<file path="config.mk">
export PLATFORM = sky130hd
export DESIGN_NAME = subset_mask_enumerator_unit_flat
export DESIGN_NICKNAME = d
export VERILOG_FILES = /design/src/hdl/sme_pkg.sv /design/src/hdl/sme_word_if.sv /design/src/hdl/sme_ctrl.sv /design/src/hdl/sme_dp.sv /design/src/hdl/subset_mask_enumerator_unit.sv /design/src/flat_wrapper.sv
export SDC_FILE = /design/constraint.sdc
export NUM_CORES = 1
export LEC_CHECK = 0
export BUFFER_PORTS_ARGS = -buffer_cell sky130_fd_sc_hd__buf_2
export CAP_MARGIN = 30
export CORE_MARGIN = 1
export CORE_UTILIZATION = 58
export CTS_BUF_LIST = sky130_fd_sc_hd__clkbuf_8
export DETAILED_ROUTE_END_ITERATION = 8
export PLACE_DENSITY = 0.73
export SLEW_MARGIN = 15
export SYNTH_ARGS = -nofsm -noshare
export SYNTH_HDL_FRONTEND = slang
export SYNTH_SLANG_ARGS = --single-unit
</file>
<file path="constraint.sdc">
create_clock -name clk -period 11.5 [get_ports clk]
set_clock_uncertainty 0.1 [all_clocks]
set_input_delay 1.725 -clock clk [delete_from_list [all_inputs] [get_ports clk]]
set_output_delay 1.725 -clock clk [all_outputs]
set_load 0.005 [all_outputs]
</file>
<file path="src/hdl/sme_pkg.sv">
// Shared types and constants of the subset mask enumerator.
`default_nettype none
package sme_pkg;

  localparam int MAX_ELEMENTS = 16;
  localparam int IDX_W        = 4;
  localparam int SIZE_W       = 5;
  localparam int CFG_W        = 5;
  localparam int CFG_IDX_W    = 1;

  typedef enum logic [CFG_IDX_W-1:0] {
    REG_N_USED   = 1'b0,
    REG_MAX_SIZE = 1'b1
  } cfg_reg_t;

  typedef enum logic {
    ST_EMPTY,
    ST_HOLD
  } ctrl_state_t;

  typedef struct packed {
    logic restart;
  } in_word_t;

  typedef struct packed {
    logic [MAX_ELEMENTS-1:0] subset_mask;
    logic [SIZE_W-1:0]       subset_size;
    logic                    last_row;
    logic                    exhausted;
  } out_word_t;

  // Command from the controller to the datapath.
  typedef struct packed {
    logic step;
    logic out_free;
  } dp_cmd_t;

endpackage
`default_nettype wire

</file>
<file path="src/hdl/sme_word_if.sv">
// Valid/ready channel carrying one word of a given payload type.
`default_nettype none
interface sme_word_if #(
  parameter type payload_t = logic
);
  logic     valid;
  logic     ready;
  payload_t data;

  modport source (output valid, output data, input ready);
  modport sink   (input valid, input data, output ready);
endinterface
`default_nettype wire

</file>
<file path="src/hdl/sme_ctrl.sv">
// Controller: tracks the output register and issues the step command.
`default_nettype none
module sme_ctrl (
  input  wire logic            clk,
  input  wire logic            rst_n,
  input  wire logic            in_valid,
  output logic                 in_ready,
  output logic                 out_valid,
  input  wire logic            out_ready,
  output sme_pkg::dp_cmd_t     cmd
);
  import sme_pkg::*;

  ctrl_state_t state_r, state_nxt;

  always_ff @(posedge clk) begin
    if (!rst_n) begin
      state_r <= ST_EMPTY;
    end else begin
      state_r <= state_nxt;
    end
  end

  always_comb begin
    cmd.out_free = (state_r == ST_EMPTY) || out_ready;
    in_ready     = cmd.out_free;
    cmd.step     = in_valid && cmd.out_free;
    out_valid    = (state_r == ST_HOLD);
    state_nxt    = state_r;
    unique case (state_r)
      ST_EMPTY: begin
        if (cmd.step) state_nxt = ST_HOLD;
      end
      ST_HOLD: begin
        if (out_ready && !cmd.step) state_nxt = ST_EMPTY;
      end
      default: state_nxt = ST_EMPTY;
    endcase
  end

endmodule
`default_nettype wire

</file>
<file path="src/hdl/sme_dp.sv">
// Datapath: configuration, combination state, advance logic and output register.
`default_nettype none
module sme_dp (
  input  wire logic                          clk,
  input  wire logic                          rst_n,
  input  wire logic                          cfg_we,
  input  wire logic [sme_pkg::CFG_IDX_W-1:0] cfg_index,
  input  wire logic [sme_pkg::CFG_W-1:0]     cfg_wdata,
  input  wire sme_pkg::dp_cmd_t              cmd,
  input  wire sme_pkg::in_word_t             in_data,
  output sme_pkg::out_word_t                 out_data
);
  import sme_pkg::*;

  logic [CFG_W-1:0]  n_used_r, max_size_r;
  logic [IDX_W-1:0]  chosen_r   [MAX_ELEMENTS];
  logic [IDX_W-1:0]  chosen_nxt [MAX_ELEMENTS];
  logic [IDX_W-1:0]  cur_idx    [MAX_ELEMENTS];
  logic [SIZE_W-1:0] size_r, size_nxt, cur_size, k;
  logic              finished_r, finished_nxt, cur_fin;
  logic [SIZE_W-1:0] eff_n, eff_m;
  logic [MAX_ELEMENTS-1:0] lane_en, can_inc;
  logic              found;
  logic [IDX_W-1:0]  e_idx, base;
  logic signed [6:0] limit;
  out_word_t         out_r, out_nxt;

  // Configuration registers.
  always_ff @(posedge clk) begin
    if (!rst_n) begin
      n_used_r   <= CFG_W'(MAX_ELEMENTS);
      max_size_r <= CFG_W'(1);
    end else if (cfg_we) begin
      unique case (cfg_reg_t'(cfg_index))
        REG_N_USED:   n_used_r   <= cfg_wdata;
        REG_MAX_SIZE: max_size_r <= cfg_wdata;
        default: ;
      endcase
    end
  end

  always_comb begin
    if (n_used_r == '0)                          eff_n = SIZE_W'(1);
    else if (n_used_r > CFG_W'(MAX_ELEMENTS))    eff_n = SIZE_W'(MAX_ELEMENTS);
    else                                         eff_n = n_used_r;
    if (max_size_r == '0)                        eff_m = SIZE_W'(1);
    else if (max_size_r > eff_n)                 eff_m = eff_n;
    else                                         eff_m = max_size_r;

    // A restart puts the enumeration back at the subset {0} first.
    cur_size = in_data.restart ? SIZE_W'(1) : size_r;
    cur_fin  = in_data.restart ? 1'b0 : finished_r;
    for (int i = 0; i < MAX_ELEMENTS; i++) begin
      cur_idx[i] = in_data.restart ? '0 : chosen_r[i];
    end
    k = (cur_size > SIZE_W'(MAX_ELEMENTS)) ? SIZE_W'(MAX_ELEMENTS) : cur_size;

    // Each lane checks whether its index still has room below its ceiling.
    for (int i = 0; i < MAX_ELEMENTS; i++) begin
      lane_en[i] = SIZE_W'(i) < k;
      limit      = $signed({2'b00, eff_n}) - $signed({2'b00, k}) + 7'(i);
      can_inc[i] = lane_en[i] && ($signed({3'b000, cur_idx[i]}) < limit);
    end

    // Priority find of the rightmost lane that can advance.
    found = 1'b0;
    e_idx = '0;
    for (int i = 0; i < MAX_ELEMENTS; i++) begin
      if (can_inc[i]) begin
        found = 1'b1;
        e_idx = IDX_W'(i);
      end
    end
    base = cur_idx[e_idx] + IDX_W'(1);

    out_nxt.subset_mask = '0;
    for (int i = 0; i < MAX_ELEMENTS; i++) begin
      if (lane_en[i]) out_nxt.subset_mask[cur_idx[i]] = 1'b1;
    end
    out_nxt.subset_size = k;
    out_nxt.last_row    = 1'b0;
    out_nxt.exhausted   = 1'b0;

    for (int i = 0; i < MAX_ELEMENTS; i++) begin
      chosen_nxt[i] = cur_idx[i];
    end
    size_nxt     = cur_size;
    finished_nxt = cur_fin;

    priority if (cur_fin) begin
      out_nxt = '0;
      out_nxt.exhausted = 1'b1;
    end else if (found) begin
      // The advanced lane steps by one and every lane to its right follows on.
      for (int i = 0; i < MAX_ELEMENTS; i++) begin
        if (lane_en[i] && (IDX_W'(i) >= e_idx)) begin
          chosen_nxt[i] = base + (IDX_W'(i) - e_idx);
        end
      end
    end else if (k < eff_m) begin
      for (int i = 0; i < MAX_ELEMENTS; i++) begin
        chosen_nxt[i] = (SIZE_W'(i) <= k) ? IDX_W'(i) : '0;
      end
      size_nxt = k + SIZE_W'(1);
    end else begin
      out_nxt.last_row = 1'b1;
      finished_nxt     = 1'b1;
    end
  end

  always_ff @(posedge clk) begin
    if (!rst_n) begin
      for (int i = 0; i < MAX_ELEMENTS; i++) begin
        chosen_r[i] <= '0;
      end
      size_r     <= SIZE_W'(1);
      finished_r <= 1'b0;
    end else if (cmd.step) begin
      for (int i = 0; i < MAX_ELEMENTS; i++) begin
        chosen_r[i] <= chosen_nxt[i];
      end
      size_r     <= size_nxt;
      finished_r <= finished_nxt;
    end
  end

  // Output register: loaded on each step, which happens only while it is empty or its word is being taken.
  always_ff @(posedge clk) begin
    if (cmd.step && cmd.out_free) begin
      out_r <= out_nxt;
    end
  end

  assign out_data = out_r;

endmodule
`default_nettype wire

</file>
<file path="src/hdl/subset_mask_enumerator_unit.sv">
// Top level of the subset mask enumerator: controller plus datapath.
`default_nettype none
// Channel   Direction  Word contents
// in_word   sink       restart
// out_word  source     subset_mask, subset_size, last_row, exhausted
// cfg_*     write      cfg_index selects n_used (0) or max_size (1)
//
// Each accepted input word yields exactly one output word, in the cycle after
// acceptance; unless the output stalls, a new word can be taken every cycle,
// as each advance is a combinational priority find over the sixteen index lanes.
// The output register is refilled in the same cycle that its word is taken,
// so a stall on the output only holds the input while the register is full.
// Reset is synchronous and active low; it needs no clearing pass, and leaves
// n_used at sixteen, max_size at one and the enumeration at the subset {0}.
module subset_mask_enumerator_unit (
  input  wire logic                          clk,
  input  wire logic                          rst_n,
  sme_word_if.sink                           in_word,
  sme_word_if.source                         out_word,
  input  wire logic                          cfg_we,
  input  wire logic [sme_pkg::CFG_IDX_W-1:0] cfg_index,
  input  wire logic [sme_pkg::CFG_W-1:0]     cfg_wdata
);
  import sme_pkg::*;

  dp_cmd_t   cmd;
  out_word_t dp_out;

  // The controller decides when a word moves; the datapath does the work.
  sme_ctrl u_ctrl (
    .clk       (clk),
    .rst_n     (rst_n),
    .in_valid  (in_word.valid),
    .in_ready  (in_word.ready),
    .out_valid (out_word.valid),
    .out_ready (out_word.ready),
    .cmd       (cmd)
  );

  sme_dp u_dp (
    .clk       (clk),
    .rst_n     (rst_n),
    .cfg_we    (cfg_we),
    .cfg_index (cfg_index),
    .cfg_wdata (cfg_wdata),
    .cmd       (cmd),
    .in_data   (in_word.data),
    .out_data  (dp_out)
  );

  assign out_word.data = dp_out;

endmodule
`default_nettype wire
</file>
<file path="src/flat_wrapper.sv">
// flat-port wrapper written by rule: the top's interface ports become plain ports
module subset_mask_enumerator_unit_flat import sme_pkg::*;
  (clk, rst_n, cfg_we, cfg_index, cfg_wdata, in_word_valid, in_word_data, in_word_ready, out_word_valid, out_word_data, out_word_ready);
  sme_word_if in_word_i ();
  sme_word_if out_word_i ();
  input  wire logic clk;
  input  wire logic rst_n;
  input  wire logic cfg_we;
  input  wire logic [sme_pkg::CFG_IDX_W-1:0] cfg_index;
  input  wire logic [sme_pkg::CFG_W-1:0] cfg_wdata;
  input wire logic [$bits(in_word_i.valid)-1:0] in_word_valid;
  input wire logic [$bits(in_word_i.data)-1:0] in_word_data;
  output wire logic [$bits(in_word_i.ready)-1:0] in_word_ready;
  output wire logic [$bits(out_word_i.valid)-1:0] out_word_valid;
  output wire logic [$bits(out_word_i.data)-1:0] out_word_data;
  input wire logic [$bits(out_word_i.ready)-1:0] out_word_ready;
  assign in_word_i.valid = in_word_valid;
  assign in_word_i.data = in_word_data;
  assign in_word_ready = in_word_i.ready;
  assign out_word_valid = out_word_i.valid;
  assign out_word_data = out_word_i.data;
  assign out_word_i.ready = out_word_ready;
  subset_mask_enumerator_unit u_core (.clk(clk), .rst_n(rst_n), .in_word(in_word_i), .out_word(out_word_i), .cfg_we(cfg_we), .cfg_index(cfg_index), .cfg_wdata(cfg_wdata));
endmodule
</file>
* After elaboration in Yosys (flattened, before gate mapping)
Memories as Yosys holds them, arrays and structs flattened.
Cells that the tools add are included.
** Storage, ports and cells
- Flip-flop bits (word level) :: 18
- RAM bits :: 64
- Input bits :: 12
- Output and inout bits :: 3
- Memories :: 1
** Memories
- u_core.u_dp.chosen_r :: words 16, bits a word 4, rd ports 16, clocked after memory_dff 0, wr ports 16, line sme_dp.sv:16 : logic [IDX_W-1:0] chosen_r [MAX_ELEMENTS];
** Operators by class
- Add/sub/neg operators :: 50
- $lt $le $gt $ge :: 68
- Mux-type cells :: 120
- Bitwise logic cells :: 19
- Reduce and logical (&&, ||, !) cells :: 41
** Operator list (number)
- $mux W4 :: 72
- $mux W64 :: 3
- $lt A5 B7 Y1 :: 15
- $add A4 B4 Y4 :: 16
- $add A6 B5 Y7 const B :: 8
- $mux W5 :: 9
- $le A4 B5 Y1 const A :: 8
- $lt A4 B5 Y1 const A :: 8
- $logic_and A1 B1 Y1 :: 35
- $ge A4 B4 Y1 const A :: 8
- $sub A4 B4 Y4 const A :: 8
- $add A6 B4 Y7 const B :: 4
- $mux W1 :: 28
- $le A3 B5 Y1 const A :: 4
- $lt A3 B5 Y1 const A :: 4
- $bmux W4 S4 :: 1
- $ge A3 B4 Y1 const A :: 4
- $or A1 B1 Y1 :: 16
- $sub A3 B4 Y4 const A :: 4
- $add A6 B3 Y7 const B :: 2
- $mux W3 :: 4
- $gt A5 B5 Y1 const B :: 2
- $le A2 B5 Y1 const A :: 2
- $logic_not A5 Y1 :: 2
- other kinds (22) :: 31

* Longest topological paths before layout
Gate-level depths: netlist (run 1).
- Depth after elaboration :: 32
- Depth in mapped cells :: 36

* By module
From an unflattened synthesis (run 1), not the netlist that was laid out.
** Second synthesis, totals
- Cells, all modules :: 1723
- Area total of the unflattened synthesis :: 12981.2 sq um
** By module, submodules not included
- sme_dp :: times used 1, cells an instance 1717, area each 12916.1 sq um, sequential area each 2932.8 sq um
- sme_ctrl :: times used 1, cells an instance 6, area each 65.1 sq um, sequential area each 20.0 sq um

* Worst setup path before layout (run 1)
OpenSTA, ideal clock, no wires.
- Path kind :: in2reg
- Start point :: input in_word_data
- End point :: memory u_core.u_dp.chosen_r[4][2] (netlist: u_core.u_dp.chosen_r[0][18]) (data pin)
- Library setup time :: 0.147 ns
- Arrival time :: 9.128 ns
- Required time :: 11.253 ns
- Slack :: 2.125 ns
- Stages on the path :: 35
- Buffers on the path :: 3
- Cells stage by stage :: buf_2 inv_1 o21ai_1 ha_1 inv_1 fa_1 clkbuf_1 inv_1 ha_1 inv_1 ha_1 nor2b_1 a311o_1 a31oi_1 a221oi_1 o32ai_1 nand2b_1 o211ai_2 a211o_1 inv_2 buf_8 mux2_2 o2bb2ai_1 o22ai_1 nor2_1 ha_1 inv_1 ha_1 ha_1 inv_1 fa_1 inv_1 nor2_1 or4_1 a21oi_1
** RTL lines
- from (decl) :: line flat_wrapper.sv:12 : input wire logic [$bits(in_word_i.data)-1:0] in_word_data;
- to (decl) :: line sme_dp.sv:16

==> summary.txt, run 1 <==
Drt
  – Vias per std cell: ~7
  – First drt pass iteration count: 9
  – Vias: 10,020
  – Initial drt markers: 1,538
  – DRT antenna net count: 0
  – DR DRC count: 0
  – Avg WL per Cell: 25.59 um
  – Routed wire length: 36.59 mm

Synth
  – Ys Warns: 0
  – Ys async rst share: 0%
  – Top post-synthesis cells by count: 116 x nor2_1, 113 x nand2_1, 98 x a21oi_1
  – Register area share after synthesis: 23.28%
  – Syn Nets: 1,338
  – Primary FF master, synth: edfxtp_1
  – Synthesized area: about 9800 um2
  – EDFF count, synth: 65
  – Leading cell type by number of instances after synthesis: nor2_1
  – Gate Count Post-Synth: about 1,200
  – Top cells by area, synth: edfxtp_1 20%, ha_1 12%, a21oi_1 5.0%
  – Leading area contributor after synthesis: edfxtp_1
  – Share of the synthesized area in the top cell type: between 10% and 20%
  – Post-Syn Area per Cell: 8.051 um2
  – Seq cells post-synth: 82
  – Netlist cell types: 100

Floorplanning
  – Die area: 17,500 um2
  – Die W: 132.3 um
  – Initial Util: between 50% and 60%
  – Core ar.: 16,580 um2
  – I/O Pins: 15
  – Die Ht: ~130 um
  – Num rows: 47

Placement
  – Cell area after placement: roughly 10,000 um2
  – DP HPWL: 28.03 mm
  – Final GP Congestion: 1.022
  – Port bufs: 14

CTS
  – # clock sinks: ~80
  – TritonCTS clock tree: built
  – Post-CTS Hold Buffers: 0
  – Setup Buffers After CTS: 0
  – Root buffer cell: clkbuf_8
  – H-Tree Depth: 3
  – Worst-Skew Late Latency: roughly 0.40 ns
  – CTS buffer count: 9
  – CTS-repair resized insts: 0
  – Clock Pin Slew Worst Setup and Hold Paths: 0.10 ns
  – Clock Tree Buf Depth: 2

Worst setup path
  – Reg-to-reg slack, setup: between 2 and 2.5 ns
  – WP depth: 30
  – Family with the most delay on the worst path: adder cells
  – Critical path destination: u_core.u_dp.chosen_r[0][18]
  – Critical Path Fanout Max: 64
  – CP Capture Type: register
  – Worst r2r src: u_core.u_dp.n_used_r[1]
  – RR Endpoint: u_core.u_dp.chosen_r[0][18]
  – Kind of critical path: in2reg
  – CP Launch Point: in_word_data
  – WP data required: between 10 and 15 ns
  – Crit path largest cell delay: 0.65 ns
  – Slowest CP cell: buf_4
  – Critical path arrival: 10.50 ns
  – R2R cell count: 37
  – Buf+Inv Stages, Crit Path: 9
  – Critical Path Source Type: input pin

Cells and area
  – Area Overhead vs Synth: 4.422%
  – Layout cells sized above 1: 8.271%
  – Cell area after layout: 10,280 um2
  – # nets final: 1,319

Outcome
  – Status: completed

Timing
  – Relative slew slack: 32.52%
  – Final worst path period need: 10.35 ns
  – Slew @ Worst Pin: 1.009 ns
  – Fin. Hold Viols: 0
  – WHS: 0.3994 ns
  – Setup TNS: 0 ns
  – Pins Over Slew Limit: 0
  – RSZ-0062 raised after global routing: false
  – Setup Viol. Count Final: 0
  – Final worst-path cycle share: 90.01%
  – Fmax: approximately 97 MHz

Global route
  – Largest net degree at the start of global routing: 65
  – Vias in the first global route: 9,168
  – First-pass GRT wire length: 55.46 mm
  – Initial antenna violation count: 1
  – Overall Global Routing Usage: 42.07%
  – Total gr overflow: 0

Power and ir drop
  – Pwr dens: 99.40 nW/um2
  – Total chip power: just over 1 mW
  – P_leak: 4.367 nW
  – Peak VDD IR: between 0.00008 and 0.00009 V

Run
  – Max-cap viol count: 0

Worst hold path
  – Hold Path Stages: 2
  – HP Class: reg2reg
  – Worst hold start: u_core.u_dp.max_size_r[1]
[final cells by class]
type | instances | area [um2]
clock inverter | 7 | 92.59
multi-input combinational | 1001 | 6983
tap | 220 | 275.3
antenna | 1 | 2.502
timing repair buffer | 35 | 231.5
inverter | 75 | 281.5
sequential | 82 | 2292
clock buffer | 9 | 123.9
fill | 1524 | 6301
[placed cells by master (no fill, tap or decap), drive strengths merged, types with 9 or more instances in the layout]
master  netlist  final
o21ai        83     83
xnor2        18     18
o221ai       10     10
a311oi        9      9
mux2         12     12
ha           96     96
buf          17     34
nor2b        64     64
inv          72     77
a21oi       100    100
o32a         11     11
a21boi       12     12
nand3        32     32
a211oi       15     15
nor2        116    116
and2          9      9
a31oi        25     25
clkbuf       48      9
dfxtp        17     17
a21o         19     19
and3          9      9
nand2b       19     19
o31ai        10     10
o211ai       13     13
edfxtp       65     65
mux2i        25     25
a221oi        9      9
nand2       116    116
xor2          9      9
nor3         25     25
o21a         15     15
[flip-flops by register name, summed over array words and instances, names as in the netlist]
| register | cells |
|---|---|
| u_core.u_dp.finished_r | 1 |
| u_core.u_dp.chosen_r | 64 |
| u_core.u_ctrl.out_valid | 1 |
| u_core.u_dp.max_size_r | 5 |
| u_core.u_dp.n_used_r | 5 |
| u_core.u_dp.size_r | 5 |
| u_core.u_dp.out_data | 1 |
[logic make-up after synthesis]
kind of cell	synth area share, %
xor+xnor	4.066
buf+inv	5.832
flops	23.28
fa+ha+maj	13.62
simple gates	21.26
compound gates	28.03
mux	3.914
[report_power, final]
group          leakage [nW]  switching (mW)  internal (mW)  total (mW)
clock                 0.110           0.134          0.107       0.241
combinational          3.41           0.278          0.148       0.426
sequential            0.851          0.0141          0.342       0.356
[stage by stage]
stage	setup WS, ns	util [%]	instances
finish	1.149	62.00	1430
global route	0.8749	61.99	1429
CTS	1.450	61.99	1429
detailed placement	1.039	60.68	1413
global placement	1.049	60.62	1412
floorplan	2.125	-	1223
[worst min-delay path by stage]
stage                           endpoint
2_1_floorplan    u_core.u_dp.n_used_r[0]
3_3_place_gp   u_core.u_dp.max_size_r[2]
3_5_place_dp   u_core.u_dp.max_size_r[1]
4_1_cts        u_core.u_dp.max_size_r[2]
5_1_grt        u_core.u_dp.max_size_r[4]
6_report       u_core.u_dp.max_size_r[1]
[routing by layer]
layer | wire length (um) | part of all wire [%] | vias up | track usage, %
li1 | - | - | 4498 | -
met1 | 14690 | 40 | 4675 | 55.78
met2 | 15660 | 43 | 715 | 62.76
met3 | 4372 | 12 | 128 | 11.84
met4 | 1868 | 5.1 | 0 | 20.88
met5 | 0 | 0 | - | 0
[worst register-to-register path, delay by kind of cell, from the launching register on]
family | cells | cell delay (ns)
DFF | 1 | 0.38
xor gates and xnor gates | 2 | 0.60
and+or+nand+nor | 9 | 1.57
AOI/OAI and AO/OA | 8 | 2.08
adders and majority gates | 8 | 2.57
buffers and inverters | 10 | 1.64
Power figures use the tool's default switching activity.
==> run 2, diff against run 1 <==
--- a/config.mk
+++ b/config.mk
@@ -11,7 +11,7 @@
 export CORE_UTILIZATION = 58
 export CTS_BUF_LIST = sky130_fd_sc_hd__clkbuf_8
 export DETAILED_ROUTE_END_ITERATION = 8
-export PLACE_DENSITY = 0.73
+export PLACE_DENSITY = 0.76
 export SLEW_MARGIN = 15
 export SYNTH_ARGS = -nofsm -noshare
 export SYNTH_HDL_FRONTEND = slang
==> constraint.sdc (replaced) <==
create_clock -name clk -period 9.5 [get_ports clk]
set_clock_uncertainty 0.1 [all_clocks]
set_input_delay 1.425 -clock clk [delete_from_list [all_inputs] [get_ports clk]]
set_output_delay 1.425 -clock clk [all_outputs]
set_load 0.005 [all_outputs]
==> run 2 against run 1 <==
Net effect:
- core utilization up 1.1 points
- design area up 1.8%
- count of clock-buffer cells in the layout did not move
- largest cell class unchanged
- largest power group unchanged
==> summary.txt, run 2 (synthesis gave the netlist of run 1 again) <==
Outcome
  – Status: completed

Cells and area
  – Area Overhead vs Synth: 6.277%
  – Commonest non-fill, non-tap cells in the layout: 116 x nor2_1, 112 x nand2_1, 98 x a21oi_1
  – Non-Filler Instances: 1,455 (+1.7%)
  – Most common cell after layout, fill and taps aside: nor2_1
  – Top reg by flops: u_core.u_dp.chosen_r
  – Max FFs per register: 64 (unchanged)
  – # diodes: 0 (-1)
  – Layout cells sized above 1: 10.28% (+2.0 points)
  – # nets final: 1,345 (+2.0%)

Worst setup path
  – Kind of critical path: in2reg
  – CP Capture Type: register
  – RR Endpoint: u_core.u_dp.chosen_r[0][18]
  – CP dominant cell by count: inv_1
  – Critical Path Fanout Max: 10 (-84%)
  – Reg-to-reg slack, setup: 0.96 ns (-1.47 ns)
  – Family with the most delay on the worst path: adder cells
  – CP Launch Point: in_word_data
  – Worst r2r src: u_core.u_dp.n_used_r[2]
  – Slowest CP cell: fa_1
  – R2R cell count: 32 (-14%)
  – WP data required: 9.66 ns (-1.99 ns)
  – Critical path arrival: 9.16 ns (-1.34 ns)
  – Buf+Inv Stages, Crit Path: 9 (unchanged)
  – Critical Path Source Type: input pin
  – Crit path largest cell delay: 0.50 ns (-0.15 ns)

Power and ir drop
  – P_leak: 4.480 nW (+2.6%)
  – Peak VDD IR: 0.00008528 V (-4.9%)
  – Pwr dens: 117.7 nW/um2 (+18%)

CTS
  – H-Tree Depth: 3 (unchanged)
  – Clock Pin Slew Worst Setup and Hold Paths: 0.10 ns (about the same)
  – Clock Tree Buf Depth: 2 (unchanged)
  – TritonCTS clock tree: built
  – Setup Buffers After CTS: 0 (unchanged)
  – Worst-Skew Late Latency: 0.41 ns (about the same)
  – # clock sinks: 82 (unchanged)
  – Root buffer cell: clkbuf_8
  – CTS buffer count: 9 (unchanged)

Global route
  – Overall Global Routing Usage: 42.12% (+0.052 points)
  – Largest net degree at the start of global routing: 71 (+9.2%)
  – Initial antenna violation count: 0 (-1)
  – Vias in the first global route: 9,274 (+1.2%)
  – Total gr overflow: 0 (unchanged)
  – First-pass GRT wire length: 55.67 mm (+0.37%)

Placement
  – Final GP Congestion: 1.055 (+3.2%)
  – DP HPWL: 28.00 mm (about the same)
  – Dpl cells: 1,439 (+1.8%)
  – Port bufs: 14 (unchanged)
  – Pre-CTS setup slack: 0.1958 ns (-0.8433 ns)

Drt
  – Vias: 10,160 (+1.4%)
  – Initial drt markers: 1,490 (-3.1%)
  – Vias per std cell: 6.981 (-0.32%)
  – DR DRC count: 0 (unchanged)
  – Avg WL per Cell: 25.00 um (-2.3%)
  – DRT antenna net count: 0 (unchanged)
  – Routed wire length: 36.37 mm (-0.61%)
  – First drt pass iteration count: 6 (-3)

Timing
  – Post-route setup slack: 0.4960 ns (-0.6528 ns)
  – Final worst-path cycle share: between 90% and 100%
  – Relative slew slack: 37.04% (+4.5 points)
  – Fmax: 111.1 MHz
  – Pins Over Slew Limit: 0 (unchanged)
  – Setup TNS: 0 ns (unchanged)
  – Setup Viol. Count Final: 0 (unchanged)
  – Final worst path period need: approximately 9 ns
  – Fin. Hold Viols: 0 (unchanged)
  – RSZ-0062 raised after global routing: false
  – Slew @ Worst Pin: 0.9386 ns (-0.07049 ns)

Run
  – Max-cap viol count: 0 (unchanged)

Floorplanning
  – Die Ht: 132.3 um (unchanged)
  – Die area: 17,500 um2 (unchanged)
  – I/O Pins: 15 (unchanged)
  – Num rows: 47 (unchanged)
  – Die W: 132.3 um (unchanged)
  – Initial Util: 59.38% (unchanged)
  – Core ar.: 16,580 um2 (unchanged)

Worst hold path
  – Hold EP: u_core.u_dp.max_size_r[3]
  – Worst hold start: u_core.u_dp.max_size_r[3]
  – HP Class: reg2reg
  – Hold Path Stages: 2 (unchanged)
-- run 2: cell count changes in the layout (fill, tap and decap cells not counted), sizes merged --
cell    delta
clkinv     +1
diode      -1
bufinv     -1
buf       +26
-- run 2: layer usage --
layer  share of wire [%]  wire, um  up-vias  global-route usage (%)
met5                   0         0        -                       0
met3                  13      4685      127                   8.574
li1                    -         -     4537                       -
met2                  42     15380      807                   63.58
met1                  40     14510     4687                   57.66
met4                 4.9      1795        0                   20.11
-- run 2: worst max path at each step --
| stage | to | cells after the start |
|---|---|---|
| after floorplan | u_core.u_dp.chosen_r[0][18] | 35 |
| after global placement | u_core.u_dp.chosen_r[0][18] | 34 |
| after detailed placement | u_core.u_dp.chosen_r[0][15] | 32 |
| after CTS | u_core.u_dp.chosen_r[0][15] | 32 |
| after global routing | u_core.u_dp.chosen_r[0][10] | 33 |
| final | u_core.u_dp.chosen_r[0][18] | 33 |
-- run 2: stage by stage --
stage	power [mW]	cell area, um2	hold WS [ns]	util, %
3_3_place_gp	0.9403	10250	0.3802	61.79
5_1_grt	1.283	10470	0.4407	63.11
4_1_cts	1.213	10460	0.4089	63.07
2_1_floorplan	0.7837	9847	0.3547	-
3_5_place_dp	0.9425	10260	0.3920	61.86
6_report	1.232	10470	0.4095	63.11
-- run 2: area by class of cell --
cell class / count / area (um2)
timing repair buffer: 61 / 426.7
tap: 220 / 275.3
sequential: 82 / 2292
fill: 1522 / 6118
clock buffer: 9 / 123.9
multi-input combinational: 1001 / 6989
clock inverter: 7 / 76.32
inverter: 75 / 281.5
-- run 2: power by group --
part           total [mW]  internal, mW  switching (mW)
Sequential          0.433         0.413          0.0192
Combinational       0.525         0.188           0.337
Clock               0.274         0.105           0.169
Total                1.23         0.707           0.525
-- run 2: timing repair --
action | in CTS | in global routing
hold buffers | 0 | 0
setup endpoints to repair | 0 | 1
endpoints found under the hold margin | 0 | 0
gates resized for setup | 0 | 1
-- run 2: worst register-to-register path: cells and delay by family, from the launching register on --
family | cells | cell delay [ns]
flip-flops | 1 | 0.39
multiplexers | 1 | 0.35
buffers and inverters | 7 | 0.85
AND/OR/NAND/NOR | 6 | 0.99
AO/OA/AOI/OAI | 10 | 2.79
adder cells (fa/ha/maj) | 8 | 2.91
==> run 3, diff against run 2 <==
--- a/config.mk
+++ b/config.mk
@@ -5,6 +5,7 @@
 export SDC_FILE = /design/constraint.sdc
 export NUM_CORES = 1
 export LEC_CHECK = 0
+export ABC_AREA = 1
 export BUFFER_PORTS_ARGS = -buffer_cell sky130_fd_sc_hd__buf_2
 export CAP_MARGIN = 30
 export CORE_MARGIN = 1
==> run 3 against run 2 <==
Net effect:
- combinational power grew to 4.1 times the previous value
- sequential power rose by 3%
- synthesized area rose by 0.34%
- synthesized cell count is 21% higher
- sequential share of layout area grew 0.16 points
- first-iteration DRC count up 7.7%
- global-route usage increased by 1.7 points
- clock power decreased by 3%
- count of clock-buffer cells in the layout up 1
- flip-flop and latch count is the same
- via count increased by 7.8%
- largest power group unchanged
==> summary.txt, run 3 <==
Synth
  – Syn Nets: 1,590 (+19%)
  – Ys Warns: 0 (unchanged)
  – Ys async rst share: 0% (unchanged)
  – Top post-synthesis cells by count: 293 x nand2_1, 220 x inv_1, 158 x a21oi_1
  – Seq cells post-synth: 82 (unchanged)
  – Leading area contributor after synthesis: edfxtp_1
  – Post-Syn Area per Cell: 6.699 um2 (-17%)
  – Synthesized area: 9881 um2 (+0.34%)
  – EDFF count, synth: 65 (unchanged)
  – Netlist cell types: 51 (-49%)
  – Primary FF master, synth: edfxtp_1
  – Top cells by area, synth: edfxtp_1 20%, ha_1 12%, nand2_1 11%
  – Gate Count Post-Synth: 1,475 (+21%)
  – Leading cell type by number of instances after synthesis: nand2_1
  – Register area share after synthesis: 23.20% (-0.080 points)
  – Share of the synthesized area in the top cell type: 19.75% (-0.068 points)

Run
  – Max-cap viol count: 0 (unchanged)

Power and ir drop
  – Peak VDD IR: 0.0002801 V (+230%)
  – P_leak: 5.070 nW (+13%)
  – Pwr dens: 273.9 nW/um2 (+130%)

Timing
  – Setup Viol. Count Final: 0 (unchanged)
  – Fin. Hold Viols: 0 (unchanged)
  – Setup TNS: 0 ns (unchanged)
  – Slew @ Worst Pin: 1.028 ns (+0.08935 ns)
  – RSZ-0062 raised after global routing: false
  – Final worst-path cycle share: 91.87% (-2.9 points)
  – Fmax: 114.6 MHz (+3.2%)
  – Relative slew slack: 31.30% (-5.7 points)
  – Final worst path period need: 8.727 ns (-0.2768 ns)
  – Pins Over Slew Limit: 0 (unchanged)

Worst setup path
  – Critical Path Source Type: input pin
  – Crit path largest cell delay: 0.50 ns (about the same)
  – Critical path arrival: 8.79 ns (-0.37 ns)
  – Worst r2r src: u_core.u_dp.n_used_r[0]
  – Family with the most delay on the worst path: adder cells
  – Buf+Inv Stages, Crit Path: 10 (+1)
  – Reg-to-reg slack, setup: 1.50 ns (+0.54 ns)
  – Critical Path Fanout Max: 24 (+14)
  – CP Capture Type: register
  – Kind of critical path: in2reg
  – WP data required: 9.56 ns (-0.10 ns)
  – Slowest CP cell: fa_1
  – RR Endpoint: u_core.u_dp.chosen_r[1][6]
  – R2R cell count: 34 (+6.3%)

CTS
  – H-Tree Depth: 3 (unchanged)
  – # clock sinks: 82 (unchanged)
  – Setup Buffers After CTS: 0 (unchanged)
  – Worst-Skew Late Latency: 0.40 ns (about the same)
  – TritonCTS clock tree: built
  – Root buffer cell: clkbuf_8
  – CTS buffer count: 9 (unchanged)
  – Clock Pin Slew Worst Setup and Hold Paths: 0.11 ns (about the same)
  – Clock Tree Buf Depth: 2 (unchanged)

Global route
  – Met2 Use GR: 63.25% (-0.33 points)
  – Largest net degree at the start of global routing: 71 (unchanged)
  – Initial antenna violation count: 0 (unchanged)
  – Gr busiest metal: met2
  – First-pass GRT wire length: 58.03 mm (+4.2%)
  – Overall Global Routing Usage: 43.83% (+1.7 points)
  – Met1 global-route usage: 60.88% (+3.2 points)
  – Global-route met3 utilization: 10.69% (+2.1 points)
  – Total gr overflow: 0 (unchanged)
  – Vias in the first global route: 9,587 (+3.4%)

Cells and area
  – Area Overhead vs Synth: 5.141%
  – Non-Filler Instances: 1,698 (+17%)
  – Commonest non-fill, non-tap cells in the layout: 292 x nand2_1, 220 x inv_1, 158 x a21oi_1
  – Top reg by flops: u_core.u_dp.chosen_r
  – Most common cell after layout, fill and taps aside: nand2_1
  – Max FFs per register: 64 (unchanged)
  – # nets final: 1,588 (+18%)
  – Layout cells sized above 1: 7.375% (-2.9 points)
  – # diodes: 0 (unchanged)
  – Fillers: 1,555 (+2.2%)

Floorplanning
  – Die Ht: 132.5 um (+0.17%)
  – I/O Pins: 15 (unchanged)
  – Num rows: 47 (unchanged)
  – Initial Util: 59.58% (+0.20 points)
  – Die W: 132.5 um (+0.17%)
  – Die area: 17,560 um2 (+0.34%)
  – Core ar.: 16,580 um2 (unchanged)

Placement
  – DP HPWL: 28.75 mm (+2.7%)
  – Port bufs: 14 (unchanged)
  – Dpl cells: 1,682 (+17%)
  – Final GP Congestion: 1.058 (+0.29%)

Drt
  – Avg WL per Cell: 22.72 um (-9.1%)
  – Initial drt markers: 1,605 (+7.7%)
  – DR DRC count: 0 (unchanged)
  – Vias: 10,950 (+7.8%)
  – Vias per std cell: 6.447 (-7.7%)
  – DRT antenna net count: 0 (unchanged)
  – Routed wire length: 38.58 mm (+6.1%)
  – First drt pass iteration count: 6 (unchanged)

Worst hold path
  – Hold EP: u_core.u_dp.n_used_r[1]
  – Hold Path Stages: 2 (unchanged)
  – Worst hold start: u_core.u_dp.n_used_r[1]
  – HP Class: reg2reg

Outcome
  – Status: completed
==> run 3: worst max-delay path by stage <==
stage               cells after the start                     endpoint  slack [ns]    startpoint
finish                                 38   u_core.u_dp.chosen_r[1][6]        0.77  in_word_data
global route                           37   u_core.u_dp.chosen_r[1][6]        0.18  in_word_data
CTS                                    41  u_core.u_dp.chosen_r[1][26]        0.78  in_word_data
detailed placement                     41  u_core.u_dp.chosen_r[1][26]        0.41  in_word_data
global placement                       41  u_core.u_dp.chosen_r[1][26]        0.42  in_word_data
floorplan                              39  u_core.u_dp.chosen_r[1][26]        1.71  in_word_data
==> run 3: worst reg2reg max path: cells and delay by family, from the launching register on <==
kind                     cells  cell delay (ns)
AO/OA/AOI/OAI                6             1.32
XOR/XNOR                     3             1.05
adder cells (fa/ha/maj)      7             2.44
buffers and inverters        7             0.99
flip-flops                   1             0.34
AND/OR/NAND/NOR             11             1.55
==> run 3: stage by stage <==
| stage | setup slack [ns] | power [mW] | cell area [um2] | util, % | hold slack [ns] |
|---|---|---|---|---|---|
| floorplan | 1.708 | 1.809 | 9881 | - | 0.3445 |
| global placement | 0.4248 | 2.461 | 10200 | 61.51 | 0.3740 |
| detailed placement | 0.4084 | 2.475 | 10200 | 61.51 | 0.3768 |
| CTS | 0.7812 | 2.743 | 10390 | 62.63 | 0.3913 |
| global route | 0.1804 | 2.993 | 10390 | 62.65 | 0.4304 |
| finish | 0.7728 | 2.845 | 10390 | 62.65 | 0.3970 |
==> run 3: area by class of cell <==
class	count	area, um2	area share (%)
tap	220	275.3	2.650
timing repair buffer	44	310.3	2.987
clock inverter	6	47.55	0.4577
sequential	82	2292	22.06
clock buffer	10	137.6	1.325
inverter	235	882.1	8.491
multi-input combinational	1101	6444	62.03
==> run 3: cells by family (layout without fill, tap and decap cells) <==
| logic type | count (synthesis) | count (layout) | synth area share (%) |
|---|---|---|---|
| AOI/OAI and AO/OA | 385 | 385 | 22.84 |
| xor gates and xnor gates | 25 | 25 | 2.216 |
| adders and majority gates | 103 | 103 | 13.57 |
| buffers and inverters | 292 | 295 | 11.81 |
| DFF | 82 | 82 | 23.20 |
| and+or+nand+nor | 588 | 588 | 26.35 |
==> run 3: metal layers <==
metal  part of all wire (%)  vias to the layer above
met5                      0                        -
met4                    5.1                        0
met3                     14                      129
met2                     41                      847
met1                     40                     4949
li1                       -                     5022
==> run 3: timing repair <==
item,CTS,global route
setup endpoints to repair,0,2
hold buffers,0,0
resized for setup,0,1
==> run 3: where the power goes <==
| part | leakage [nW] | switching, mW | internal, mW | total (mW) |
|---|---|---|---|---|
| sequential | 0.852 | 0.0179 | 0.429 | 0.447 |
| clock | 0.0977 | 0.160 | 0.105 | 0.265 |
| combinational | 4.12 | 1.48 | 0.649 | 2.13 |
